## src/design/sfd_pkg.sv

```systemverilog
// Shared types, constants and codes of the sync frame deframer.
package sfd_pkg;

    // Frame layout and CRC-16/Modbus constants
    localparam logic [7:0]  SYNC_FIRST   = 8'hA5;
    localparam logic [7:0]  SYNC_SECOND  = 8'h5A;
    localparam logic [15:0] CRC_POLY     = 16'hA001;
    localparam logic [15:0] CRC_INIT     = 16'hFFFF;
    localparam int          HEADER_BYTES = 8;
    localparam int          CRC_BYTES    = 2;
    localparam logic [15:0] LEN_CEILING  = 16'd65525;

    // Byte positions inside the header
    localparam logic [15:0] POS_SYNC1    = 16'd0;
    localparam logic [15:0] POS_SYNC2    = 16'd1;
    localparam logic [15:0] POS_VERSION  = 16'd2;
    localparam logic [15:0] POS_TYPE     = 16'd3;
    localparam logic [15:0] POS_SEQ_LO   = 16'd4;
    localparam logic [15:0] POS_SEQ_HI   = 16'd5;
    localparam logic [15:0] POS_LEN_LO   = 16'd6;
    localparam logic [15:0] POS_LEN_HI   = 16'd7;

    // Counter defaults and output width of the statistics fields
    localparam int COUNTER_WIDTH_DEF = 32;
    localparam int STAT_W            = 32;

    // Configuration register indexes
    localparam int          CFG_ADDR_W      = 1;
    localparam int          CFG_DATA_W      = 16;
    localparam logic [CFG_ADDR_W-1:0] CFG_IDX_VERSION = 1'b0;
    localparam logic [CFG_ADDR_W-1:0] CFG_IDX_MAX_LEN = 1'b1;
    localparam logic [7:0]  CFG_VERSION_RST = 8'd1;
    localparam logic [15:0] CFG_MAX_LEN_RST = 16'd256;

    // Event codes of one result word
    typedef enum logic [1:0] {
        EV_NONE    = 2'd0,
        EV_GOOD    = 2'd1,
        EV_CRC_ERR = 2'd2,
        EV_HDR_ERR = 2'd3
    } t_event;

    typedef struct packed {
        logic [7:0]  version;
        logic [15:0] max_len;
    } t_cfg;

    typedef struct packed {
        t_event             event_res;
        logic               payload_valid;
        logic [7:0]         payload_byte;
        logic [15:0]        payload_index;
        logic [7:0]         frame_type;
        logic [15:0]        frame_sequence;
        logic [15:0]        frame_payload_len;
        logic [STAT_W-1:0]  good_frames;
        logic [STAT_W-1:0]  crc_errors;
        logic [STAT_W-1:0]  header_errors;
    } t_result;

endpackage

```

## src/design/sfd_crc_byte.sv

```systemverilog
// CRC-16/Modbus update for one byte, unrolled into an XOR network.
module sfd_crc_byte (
    input  logic [15:0] i_crc,
    input  logic [7:0]  i_byte,
    output logic [15:0] o_crc
);

    logic [15:0] v;

    // Shift the reflected CRC eight times
    always_comb begin
        v = i_crc ^ {8'h00, i_byte};
        for (int k = 0; k < 8; k++) begin
            if (v[0]) begin
                v = (v >> 1) ^ sfd_pkg::CRC_POLY;
            end else begin
                v = v >> 1;
            end
        end
        o_crc = v;
    end

endmodule

```

## src/design/sfd_parser.sv

```systemverilog
// Frame parser: byte position tracking, CRC check, counters and result register.
module sfd_parser #(
    parameter int COUNTER_WIDTH = sfd_pkg::COUNTER_WIDTH_DEF
) (
    input  logic             i_clk,
    input  logic             i_rst_n,
    input  logic             i_valid,
    input  logic [7:0]       i_byte,
    input  sfd_pkg::t_cfg    i_cfg,
    output logic             o_adv,
    output logic             o_res_valid,
    input  logic             i_res_ready,
    output sfd_pkg::t_result o_res
);

    logic [15:0] r_pos, n_pos;
    logic [15:0] r_crc, n_crc;
    logic [7:0]  r_held_type, n_held_type;
    logic [15:0] r_held_seq, n_held_seq;
    logic [15:0] r_held_len, n_held_len;
    logic [7:0]  r_held_ver, n_held_ver;
    logic [7:0]  r_crc_lo, n_crc_lo;
    logic [COUNTER_WIDTH-1:0] r_good, n_good;
    logic [COUNTER_WIDTH-1:0] r_crc_errs, n_crc_errs;
    logic [COUNTER_WIDTH-1:0] r_hdr_errs, n_hdr_errs;
    logic             r_out_valid;
    sfd_pkg::t_result r_res, n_res;

    logic [15:0] crc_next;
    logic [15:0] len_full;
    logic [16:0] crc_start;
    logic [16:0] pos_wide;
    logic [15:0] crc_got;
    logic        load;

    sfd_crc_byte u_crc (
        .i_crc  (r_crc),
        .i_byte (i_byte),
        .o_crc  (crc_next)
    );

    // Advance when the result register is empty or being drained
    assign o_adv       = !r_out_valid || i_res_ready;
    assign load        = i_valid && o_adv;
    assign o_res_valid = r_out_valid;
    assign o_res       = r_res;

    assign len_full  = {i_byte, r_held_len[7:0]};
    assign crc_start = 17'(sfd_pkg::HEADER_BYTES) + {1'b0, r_held_len};
    assign pos_wide  = {1'b0, r_pos};
    assign crc_got   = {i_byte, r_crc_lo};

    // Next state and result for the word in the input register
    always_comb begin
        n_pos       = r_pos;
        n_crc       = r_crc;
        n_held_type = r_held_type;
        n_held_seq  = r_held_seq;
        n_held_len  = r_held_len;
        n_held_ver  = r_held_ver;
        n_crc_lo    = r_crc_lo;
        n_good      = r_good;
        n_crc_errs  = r_crc_errs;
        n_hdr_errs  = r_hdr_errs;
        n_res       = '0;
        n_res.event_res = sfd_pkg::EV_NONE;

        if (r_pos == sfd_pkg::POS_SYNC1) begin
            // Hunt for the first sync byte
            if (i_byte == sfd_pkg::SYNC_FIRST) begin
                n_pos = sfd_pkg::POS_SYNC2;
                n_crc = sfd_pkg::CRC_INIT;
            end
        end else if (r_pos == sfd_pkg::POS_SYNC2) begin
            if (i_byte == sfd_pkg::SYNC_SECOND) begin
                n_pos = sfd_pkg::POS_VERSION;
            end else begin
                n_pos = (i_byte == sfd_pkg::SYNC_FIRST) ? sfd_pkg::POS_SYNC2
                                                        : sfd_pkg::POS_SYNC1;
                n_crc = sfd_pkg::CRC_INIT;
            end
        end else if (r_pos < 16'(sfd_pkg::HEADER_BYTES)) begin
            // Capture header fields
            n_crc = crc_next;
            n_pos = r_pos + 16'd1;
            case (r_pos)
                sfd_pkg::POS_VERSION: n_held_ver = i_byte;
                sfd_pkg::POS_TYPE:    n_held_type = i_byte;
                sfd_pkg::POS_SEQ_LO:  n_held_seq = {r_held_seq[15:8], i_byte};
                sfd_pkg::POS_SEQ_HI:  n_held_seq = {i_byte, r_held_seq[7:0]};
                sfd_pkg::POS_LEN_LO:  n_held_len = {r_held_len[15:8], i_byte};
                default:              n_held_len = len_full;
            endcase
            // Check version and length on the last header byte
            if (r_pos == sfd_pkg::POS_LEN_HI) begin
                if (r_held_ver != i_cfg.version || len_full > i_cfg.max_len ||
                    len_full > sfd_pkg::LEN_CEILING) begin
                    n_hdr_errs = r_hdr_errs + COUNTER_WIDTH'(1);
                    n_res.event_res = sfd_pkg::EV_HDR_ERR;
                    n_pos = (i_byte == sfd_pkg::SYNC_FIRST) ? sfd_pkg::POS_SYNC2
                                                            : sfd_pkg::POS_SYNC1;
                    n_crc = sfd_pkg::CRC_INIT;
                end
            end
        end else if (pos_wide < crc_start) begin
            // Pass payload on tentatively
            n_crc = crc_next;
            n_pos = r_pos + 16'd1;
            n_res.payload_valid = 1'b1;
            n_res.payload_byte  = i_byte;
            n_res.payload_index = r_pos - 16'(sfd_pkg::HEADER_BYTES);
        end else if (pos_wide == crc_start) begin
            n_crc_lo = i_byte;
            n_pos    = r_pos + 16'd1;
        end else begin
            // Compare the received CRC and commit or discard
            if (crc_got != r_crc) begin
                n_crc_errs = r_crc_errs + COUNTER_WIDTH'(1);
                n_res.event_res = sfd_pkg::EV_CRC_ERR;
                n_pos = (i_byte == sfd_pkg::SYNC_FIRST) ? sfd_pkg::POS_SYNC2
                                                        : sfd_pkg::POS_SYNC1;
            end else begin
                n_good = r_good + COUNTER_WIDTH'(1);
                n_res.event_res         = sfd_pkg::EV_GOOD;
                n_res.frame_type        = r_held_type;
                n_res.frame_sequence    = r_held_seq;
                n_res.frame_payload_len = r_held_len;
                n_pos = sfd_pkg::POS_SYNC1;
            end
            n_crc = sfd_pkg::CRC_INIT;
        end

        n_res.good_frames   = sfd_pkg::STAT_W'(n_good);
        n_res.crc_errors    = sfd_pkg::STAT_W'(n_crc_errs);
        n_res.header_errors = sfd_pkg::STAT_W'(n_hdr_errs);
    end

    // Control state and counters
    always_ff @(posedge i_clk) begin
        if (!i_rst_n) begin
            r_pos       <= sfd_pkg::POS_SYNC1;
            r_crc       <= sfd_pkg::CRC_INIT;
            r_good      <= '0;
            r_crc_errs  <= '0;
            r_hdr_errs  <= '0;
            r_out_valid <= 1'b0;
        end else begin
            if (load) begin
                r_pos      <= n_pos;
                r_crc      <= n_crc;
                r_good     <= n_good;
                r_crc_errs <= n_crc_errs;
                r_hdr_errs <= n_hdr_errs;
            end
            if (o_adv) begin
                r_out_valid <= i_valid;
            end
        end
    end

    // Header fields and result word
    always_ff @(posedge i_clk) begin
        if (load) begin
            r_held_type <= n_held_type;
            r_held_seq  <= n_held_seq;
            r_held_len  <= n_held_len;
            r_held_ver  <= n_held_ver;
            r_crc_lo    <= n_crc_lo;
            r_res       <= n_res;
        end
    end

    // A frame event never carries a payload byte
    a_event_no_payload: assert property (@(posedge i_clk) disable iff (!i_rst_n)
        r_out_valid && r_res.event_res != sfd_pkg::EV_NONE |-> !r_res.payload_valid)
        else $error("event word flagged as payload");

    // Payload index stays inside the announced length
    a_index_in_range: assert property (@(posedge i_clk) disable iff (!i_rst_n)
        r_out_valid && r_res.payload_valid |-> r_res.payload_index < r_held_len)
        else $error("payload index beyond frame length");

    // Position never runs past the CRC high byte
    a_pos_bound: assert property (@(posedge i_clk) disable iff (!i_rst_n)
        r_pos >= 16'(sfd_pkg::HEADER_BYTES) |->
        {1'b0, r_pos} <= crc_start + 17'd1)
        else $error("byte position past end of frame");

    // Good frame counter moves only with an accepted frame
    a_good_count: assert property (@(posedge i_clk) disable iff (!i_rst_n)
        r_good != $past(r_good) |-> r_out_valid && r_res.event_res == sfd_pkg::EV_GOOD)
        else $error("good frame count moved without a frame event");

endmodule

```

## src/design/sync_frame_deframer_crc16_unit.sv

```systemverilog
// Top level of the sync frame deframer with CRC-16/Modbus check.
//
//  channel  | direction | handshake              | payload
//  ---------+-----------+------------------------+--------------------------------------
//  s_axis   | in        | tvalid/tready          | tdata[7:0] in_byte
//  m_axis   | out       | tvalid/tready          | tuser event + payload flag, tdata fields
//  cfg      | in        | i_cfg_we, no wait      | i_cfg_addr index, i_cfg_wdata value
//
// One word is taken per cycle while m_axis is not stalled; a result word passes the
// input register, then parser logic into the result register.
// Reset is synchronous and active low; it clears position, CRC, counters and
// valid flags and restores the configuration defaults.
// A stall on m_axis holds the result register and lets one more word wait in the
// input register before s_axis_tready drops.
module sync_frame_deframer_crc16_unit #(
    parameter int COUNTER_WIDTH = sfd_pkg::COUNTER_WIDTH_DEF
) (
    input  logic                           i_clk,
    input  logic                           i_rst_n,
    input  logic                           s_axis_tvalid,
    output logic                           s_axis_tready,
    input  logic [7:0]                     s_axis_tdata,   // [7:0] in_byte
    output logic                           m_axis_tvalid,
    input  logic                           m_axis_tready,
    // [1:0] event_res, [2] payload_valid
    output logic [2:0]                     m_axis_tuser,
    // [7:0] payload_byte, [23:8] payload_index, [31:24] frame_type,
    // [47:32] frame_sequence, [63:48] frame_payload_len, [95:64] good_frames,
    // [127:96] crc_errors, [159:128] header_errors
    output logic [159:0]                   m_axis_tdata,
    input  logic                           i_cfg_we,
    input  logic [sfd_pkg::CFG_ADDR_W-1:0] i_cfg_addr,
    input  logic [sfd_pkg::CFG_DATA_W-1:0] i_cfg_wdata
);

    sfd_pkg::t_cfg    r_cfg;
    logic             r_in_valid;
    logic [7:0]       r_in_byte;
    logic             adv;
    logic             res_valid;
    sfd_pkg::t_result res;

    // Configuration registers
    always_ff @(posedge i_clk) begin
        if (!i_rst_n) begin
            r_cfg.version <= sfd_pkg::CFG_VERSION_RST;
            r_cfg.max_len <= sfd_pkg::CFG_MAX_LEN_RST;
        end else if (i_cfg_we) begin
            case (i_cfg_addr)
                sfd_pkg::CFG_IDX_VERSION: r_cfg.version <= i_cfg_wdata[7:0];
                sfd_pkg::CFG_IDX_MAX_LEN: r_cfg.max_len <= i_cfg_wdata[15:0];
                default: ;
            endcase
        end
    end

    // Input register: accept while empty or while the parser takes its word
    assign s_axis_tready = !r_in_valid || adv;

    always_ff @(posedge i_clk) begin
        if (!i_rst_n) begin
            r_in_valid <= 1'b0;
        end else if (s_axis_tready) begin
            r_in_valid <= s_axis_tvalid;
        end
    end

    always_ff @(posedge i_clk) begin
        if (s_axis_tvalid && s_axis_tready) begin
            r_in_byte <= s_axis_tdata;
        end
    end

    sfd_parser #(
        .COUNTER_WIDTH (COUNTER_WIDTH)
    ) u_parser (
        .i_clk       (i_clk),
        .i_rst_n     (i_rst_n),
        .i_valid     (r_in_valid),
        .i_byte      (r_in_byte),
        .i_cfg       (r_cfg),
        .o_adv       (adv),
        .o_res_valid (res_valid),
        .i_res_ready (m_axis_tready),
        .o_res       (res)
    );

    // Pack the result word
    assign m_axis_tvalid = res_valid;
    assign m_axis_tuser  = {res.payload_valid, res.event_res};
    assign m_axis_tdata  = {res.header_errors, res.crc_errors, res.good_frames,
                            res.frame_payload_len, res.frame_sequence, res.frame_type,
                            res.payload_index, res.payload_byte};

endmodule

```

## config.mk

```make
export PLATFORM = sky130hd
export DESIGN_NAME = sync_frame_deframer_crc16_unit
export DESIGN_NICKNAME = d
export VERILOG_FILES = /design/src/design/sfd_pkg.sv /design/src/design/sfd_crc_byte.sv /design/src/design/sfd_parser.sv /design/src/design/sync_frame_deframer_crc16_unit.sv
export SDC_FILE = /design/constraint.sdc
export NUM_CORES = 1
export LEC_CHECK = 0
export BUFFER_PORTS_ARGS = -buffer_cell sky130_fd_sc_hd__buf_4
export CORE_MARGIN = 1
export CORE_UTILIZATION = 23
export DETAILED_ROUTE_END_ITERATION = 8
export PLACE_DENSITY_LB_ADDON = 0.25
export SKIP_CTS_REPAIR_TIMING = 1
export SLEW_MARGIN = 20
export SYNTH_ARGS = -nofsm -noshare
export SYNTH_HDL_FRONTEND = slang
export SYNTH_HIERARCHICAL = 1
export SYNTH_SLANG_ARGS = --single-unit
```

## constraint.sdc

```tcl
create_clock -name i_clk -period 10.4 [get_ports i_clk]
set_clock_uncertainty 0.05 [all_clocks]
set_input_delay 1.04 -clock i_clk [delete_from_list [all_inputs] [get_ports i_clk]]
set_output_delay 1.04 -clock i_clk [all_outputs]
set_load 0.02 [all_outputs]
```

### Word level (Yosys, flattened, before mapping)

Index checks and enable logic that the tools add are counted.

| word-level totals | value |
|---|---|
| bits in registers | 381 |
| input bits | 30 |
| output and inout port bits | 165 |
| word-level logic and storage cells | 149 |

| cells by class | value |
|---|---|
| add/sub/neg operators | 6 |
| $lt $le $gt $ge | 4 |
| equal/unequal tests | 15 |
| multiplexer cells | 54 |
| bitwise operators | 18 |
| reductions and logical operators | 25 |

Operators with widths:

| cell | number |
|---|---|
| 2-to-1 mux 32 bit | 17 |
| 2-to-1 mux 16 bit | 27 |
| adder 32 x 1 -> 32 bit, second input constant | 3 |
| equality test 16 x 3 -> 1 bit, second input constant | 4 |
| one-hot mux 16 bit (2 select lines) | 2 |
| equality test 16 x 2 -> 1 bit, second input constant | 2 |
| AND reduction 6 bit | 5 |
| 2-to-1 mux 25 bit | 1 |
| NOT 2 -> 3 bit | 8 |
| adder 4 x 16 -> 17 bit, first input constant | 1 |
| equality test 16 x 17 -> 1 bit | 1 |
| < comparator 16 x 17 -> 1 bit | 1 |
| adder 16 x 1 -> 16 bit, second input constant | 1 |
| equality test 16 x 1 -> 1 bit, second input constant | 1 |
| > comparator 16 bit | 1 |
| > comparator 16 bit, second input constant | 1 |
| logical NOT 16 bit | 1 |
| < comparator 16 x 4 -> 1 bit, second input constant | 1 |
| != test 16 bit | 1 |
| subtractor 16 x 4 -> 16 bit, second input constant | 1 |
| bitwise XOR 16 x 8 -> 16 bit | 1 |
| 2-to-1 mux 2 bit | 6 |
| AND reduction 5 bit | 2 |
| NOT 1 bit | 9 |
| other kinds (16) | 24 |

### Logic depth before layout (Yosys ltp)

| depth | value |
|---|---|
| depth after elaboration | 22 |
| gate-level depth with buffers | 15 |
| gate-level depth less buffers | 12 |

### Hierarchy

Netlist, hierarchy kept.

Modules (own cells, without submodules):

| module | instances | cells each | area an instance (um^2) | sequential area each (um^2) |
|---|---|---|---|---|
| sfd_parser | 1 | 1555 | 16544.6 | 9158.8 |
| sync_frame_deframer_crc16_unit | 1 | 113 | 1213.7 | 740.7 |
| sfd_crc_byte | 1 | 29 | 284.0 | 0.0 |

### Least setup slack after synthesis

OpenSTA, ideal clock, no wires.

| path | value |
|---|---|
| kind | input port to flip-flop |
| start | in m_axis_tready |
| end | reg u_parser.r_crc_errs[28] |
| arrival time | 7024 ps |
| path slack | 3237 ps |
| cell stages on the path | 7 |
| buffers on the path | 2 |
| path through | nand2b_1 -> nand2_1 -> inv_1 -> clkbuf_1 -> clkbuf_1 -> nand3_1 -> mux2i_1 |

| between the ends | value |
|---|---|
| word-level cells in the longest chain between the ends | 2 |

RTL lines:

| item | line | text |
|---|---|---|
| from (decl) | sync_frame_deframer_crc16_unit.sv:24 | `input logic m_axis_tready,` |
| logical OR 1 bit | sfd_parser.sv:43 | `assign o_adv = !r_out_valid \|\| i_res_ready;` |
| logical AND 1 bit | sfd_parser.sv:44 | `assign load = i_valid && o_adv;` |
| named net u_parser.load | sfd_parser.sv:34 | `logic load;` |
| to (signal assigned) | sfd_parser.sv:152 | `r_crc_errs <= n_crc_errs;` |
| to (decl) | sfd_parser.sv:24 | `logic [COUNTER_WIDTH-1:0] r_crc_errs, n_crc_errs;` |

The timed path passes the listed nets, and every way through them passes these cells.
A chain may end at the register's enable or synchronous reset.

### Worst setup path in the final report

| path | value |
|---|---|
| start | reg u_parser.r_held_len[3] |
| end | reg u_parser.r_good[28] |

| between the ends | value |
|---|---|
| word-level cells in the longest chain between the ends | 7 |
| elaborated cells between the ends (all ways) | 8 |
| those cells by class | add/sub: 1; order compare: 1; eq/ne: 1; mux: 5 |

RTL lines:

| item | line | text |
|---|---|---|
| from (decl) | sfd_parser.sv:20 | `logic [15:0] r_held_len, n_held_len;` |
| from (signal assigned) | sfd_parser.sv:166 | `r_held_len <= n_held_len;` |
| adder 4 x 16 -> 17 bit * | sfd_parser.sv:49 | `assign crc_start = 17'(sfd_pkg::HEADER_BYTES) + {1'b0, r_held_len};` |
| branches (longest 2 deep; another with < comparator 16 x 17 -> 1 bit) | - |  |
| 2-to-1 mux 32 bit * | sfd_parser.sv:105 | `end else if (pos_wide < crc_start) begin` |
| 2-to-1 mux 32 bit * | sfd_parser.sv:82 | `end else if (r_pos < 16'(sfd_pkg::HEADER_BYTES)) begin` |
| 2-to-1 mux 32 bit * | sfd_parser.sv:74 | `end else if (r_pos == sfd_pkg::POS_SYNC2) begin` |
| 2-to-1 mux 32 bit * | sfd_parser.sv:68 | `if (r_pos == sfd_pkg::POS_SYNC1) begin` |
| to (signal assigned) | sfd_parser.sv:151 | `r_good <= n_good;` |
| to (decl) | sfd_parser.sv:23 | `logic [COUNTER_WIDTH-1:0] r_good, n_good;` |

Mark *: on every way between the ends.

==> flow_summary.yaml <==
clock_network:
  cts-buffers-inserted: 47
  h_tree_depth: 2
  clock_tree.buffer_depth: 3
  cts_tree: "done"
  cts_num_sinks: 381
  clkSlewWorstSetupHoldPaths_ps: 60
  insertion_delay_ps: 580
  cts-root-buf: "clkbuf_16"
worst_setup_path:
  endpoint_kind_of_the_worst_setup_timing_path: "register"
  critical_path_arrival_ps: 5350
  worstSetupStartpointType: "register"
  critical_path.max_stage_delay_ps: 790
  crit_path_max_fanout: 18
  cp_slowest_cell: "nand4_1"
  worst-endpoint-required_ps: 10850
  critical_path.top_delay_family: "simple AND/OR/NAND/NOR gates"
  worst-path-buf-inv: 0
  timing.setup.critical_path_class: "register to register"
  crit_chain: "nand2_1 > nor3b_1 > nand4_1 > xor2_1 > ha_1 > nand3_1 > nor4_1 > a21boi_1 > o31a_1 > nand4_1 > or4_1 > nand2_1"
global_routing:
  grt_start_max_net_pins: 120
  grt.busiest_layer: "met2"
  grt.met2_usage_pct: 21.1
  number_of_antenna_violations_at_the_first_check_in_global_routing: 2
  wire_length_of_the_first_global_routing_pass_um: 78900
  grt_util_all_layers_pct: 12.9
  met3_usage_pct: 2.65
  globalRouteOverflowTotal: 0
  use_met1_pct: 17.2
  first_global_vias: 13100
sta:
  max_freq_mhz: 204
  period_share_pct: 47.1
  final-setup-viol-count: 0
  layout_setup_ws_ps: 5500
  report.final.slew_viol_count: 0
  setup_tns_ps: 0
  timing.slew.headroom_pct: 30.1
  timing_worst_slew_pin_value_ps: 1040
  rsz_0062_raised_after_global_routing: "false"
  final.min_clock_period_ps: 4900
  final_hold_viol_count: 0
status:
  status: "finished, final reports clean"
floorplan:
  initial_core_util_pct: 23.3
  number_of_placed_i_o_pins: 195
  floorplan.die.height_um: 282
  floorplan.die.width_um: 282
  core_area_um2: 77600
  design.die.area_um2: 79600
  placement_rows: 102
layout:
  layout_cell_share_with_drive_strength_beyond_1_pct: 16.8
  areaGrowthSynthToFinish_pct: 23.0
  commonest_cells_after_routing_fill_and_taps_aside: "edfxtp_1, buf_4, nand2_1"
  antennaDiodeCount: 0
  nets: 1950
  layout_commonest_cell: "edfxtp_1"
logic_synthesis:
  netlist-cell-type-count: 72
  avgSynthCellArea_um2: 10.6
  synth_ff_type: "edfxtp_1"
  synth.largest_area_cell: "edfxtp_1"
  syn_inst: 1697
  syn_area_um2: 18000
  post_synth_main_area_contributors: "edfxtp_1, dfxtp_1, xnor2_1, xor2_1, nand2_1"
  synthArstFlopShare_pct: 0
  number_of_synthesized_flops_with_an_enable_pin: 227
  synth.top_cell.area_share_pct: 37.8
  syn-num-nets: 1769
  synthesis.yosys.warnings: 6
  synth.ff_latch_count: 381
  seq_area_frac_synth_pct: 54.9
routing:
  drt-wirelength-per-cell_um: 17.6
  detail_route.first_pass.iterations: 6
  detailroute.via_count: 13400
  drt_drc_violations_left: 0
  vias_per_cell: 4.53
  detailedRoute.firstIterationViolations: 921
  total_wirelength_of_the_detailed_routed_design_um: 52000
  route.antenna.remaining_nets: 0
min_path:
  min-delay-path-class: "register to register"
placed_design:
  place.port_buffers: 194
  hpwlAfterDp_um: 35800
  post-place-ws_ps: 5530
  globalplace.congestion: 0.768
power_and_ir_drop:
  total_leakage_power_nw: 7.95
  pwr_density_cell_nw_per_um2: 157
  vdd_ir_drop_max_mv: 0.0943
run:
  timing.max_cap.violations: 0
## final cells by class
class	count	area, um^2
inverter	49	191
clock inverter	28	304
clock buffer	59	1260
timing repair buffer	220	1650
sequential	381	9900
fill	8136	55400
tap	1040	1300
multi-input combinational	1179	7580
## tightest hold or removal path: cells and delay by family, from the launching register on
| kind | cells | cell delay [ps] |
|---|---|---|
| and+or+nand+nor | 1 | 50 |
| DFF | 1 | 310 |
| AOI/OAI and AO/OA | 1 | 50 |
## cell families after synthesis
group / after synthesis / share of synthesized area, %
and+or+nand+nor: 692 / 20.3
buffers and inverters: 137 / 3.26
DFF: 381 / 54.9
muxes: 22 / 1.23
adders and majority gates: 42 / 2.91
AOI/OAI and AO/OA: 250 / 8.79
xor gates and xnor gates: 173 / 8.60
## path summary, 6_finish.rpt
kind                          startpoint                  end  slack, ps  cells after the start
hold / removal                 r_cfg[12]            r_cfg[12]        400                      2
setup reg to reg  u_parser/r_held_len[3]  u_parser/r_good[28]       5500                     12
hold reg to reg                r_cfg[12]            r_cfg[12]        400                      2
setup / recovery  u_parser/r_held_len[3]  u_parser/r_good[28]       5500                     12
## power breakdown
| part | internal (mW) | switching [mW] | total, mW |
|---|---|---|---|
| clock network | 0.991 | 0.662 | 1.65 |
| registers | 1.63 | 0.0212 | 1.65 |
| logic | 0.0675 | 0.120 | 0.187 |
| total | 2.69 | 0.803 | 3.49 |
## metrics by stage
stage               hold WS (ps)  cell area, um^2  std cells  total power, mW  util, %
global route                 416            22200       2956             3.63     28.6
finish                       401            22200       2956             3.49     28.6
global placement             393            20600       2869             1.87     26.6
floorplan                    378            18000       1697             1.79        -
CTS                          408            22200       2956             3.56     28.6
detailed placement           400            20600       2869             1.88     26.6
## registers in the layout, summed over array words and instances (netlist names)
name	cells
u_parser/r_held_seq	16
u_parser/r_pos	16
r_in_byte	8
u_parser/r_crc_lo	8
u_parser/r_held_ver	8
u_parser/r_good	32
u_parser/o_res_valid	1
u_parser/o_res	163
r_cfg	24
u_parser/r_crc_errs	32
u_parser/r_held_type	8
r_in_valid	1
u_parser/r_held_len	16
u_parser/r_hdr_errs	32
u_parser/r_crc	16
## cell usage after synthesis (all sizes together) (16+ instances only)
library cell  count
a21oi            81
and2             82
and3             37
buf              31
clkbuf           57
dfxtp           154
edfxtp          227
ha               42
inv              48
mux2i            21
nand2           156
nand3            82
nand4            51
nor2            113
nor3             31
nor4             28
o21ai            61
o22a             16
o31ai            30
or3              38
or4              35
xnor2            96
xor2             76
## metal layers
layer	routed length (um)	up-vias
met5	0	-
met4	1050	0
met3	2600	68
met2	24600	324
met1	23800	6483
li1	-	6510
Power figures use the tool's default switching activity.
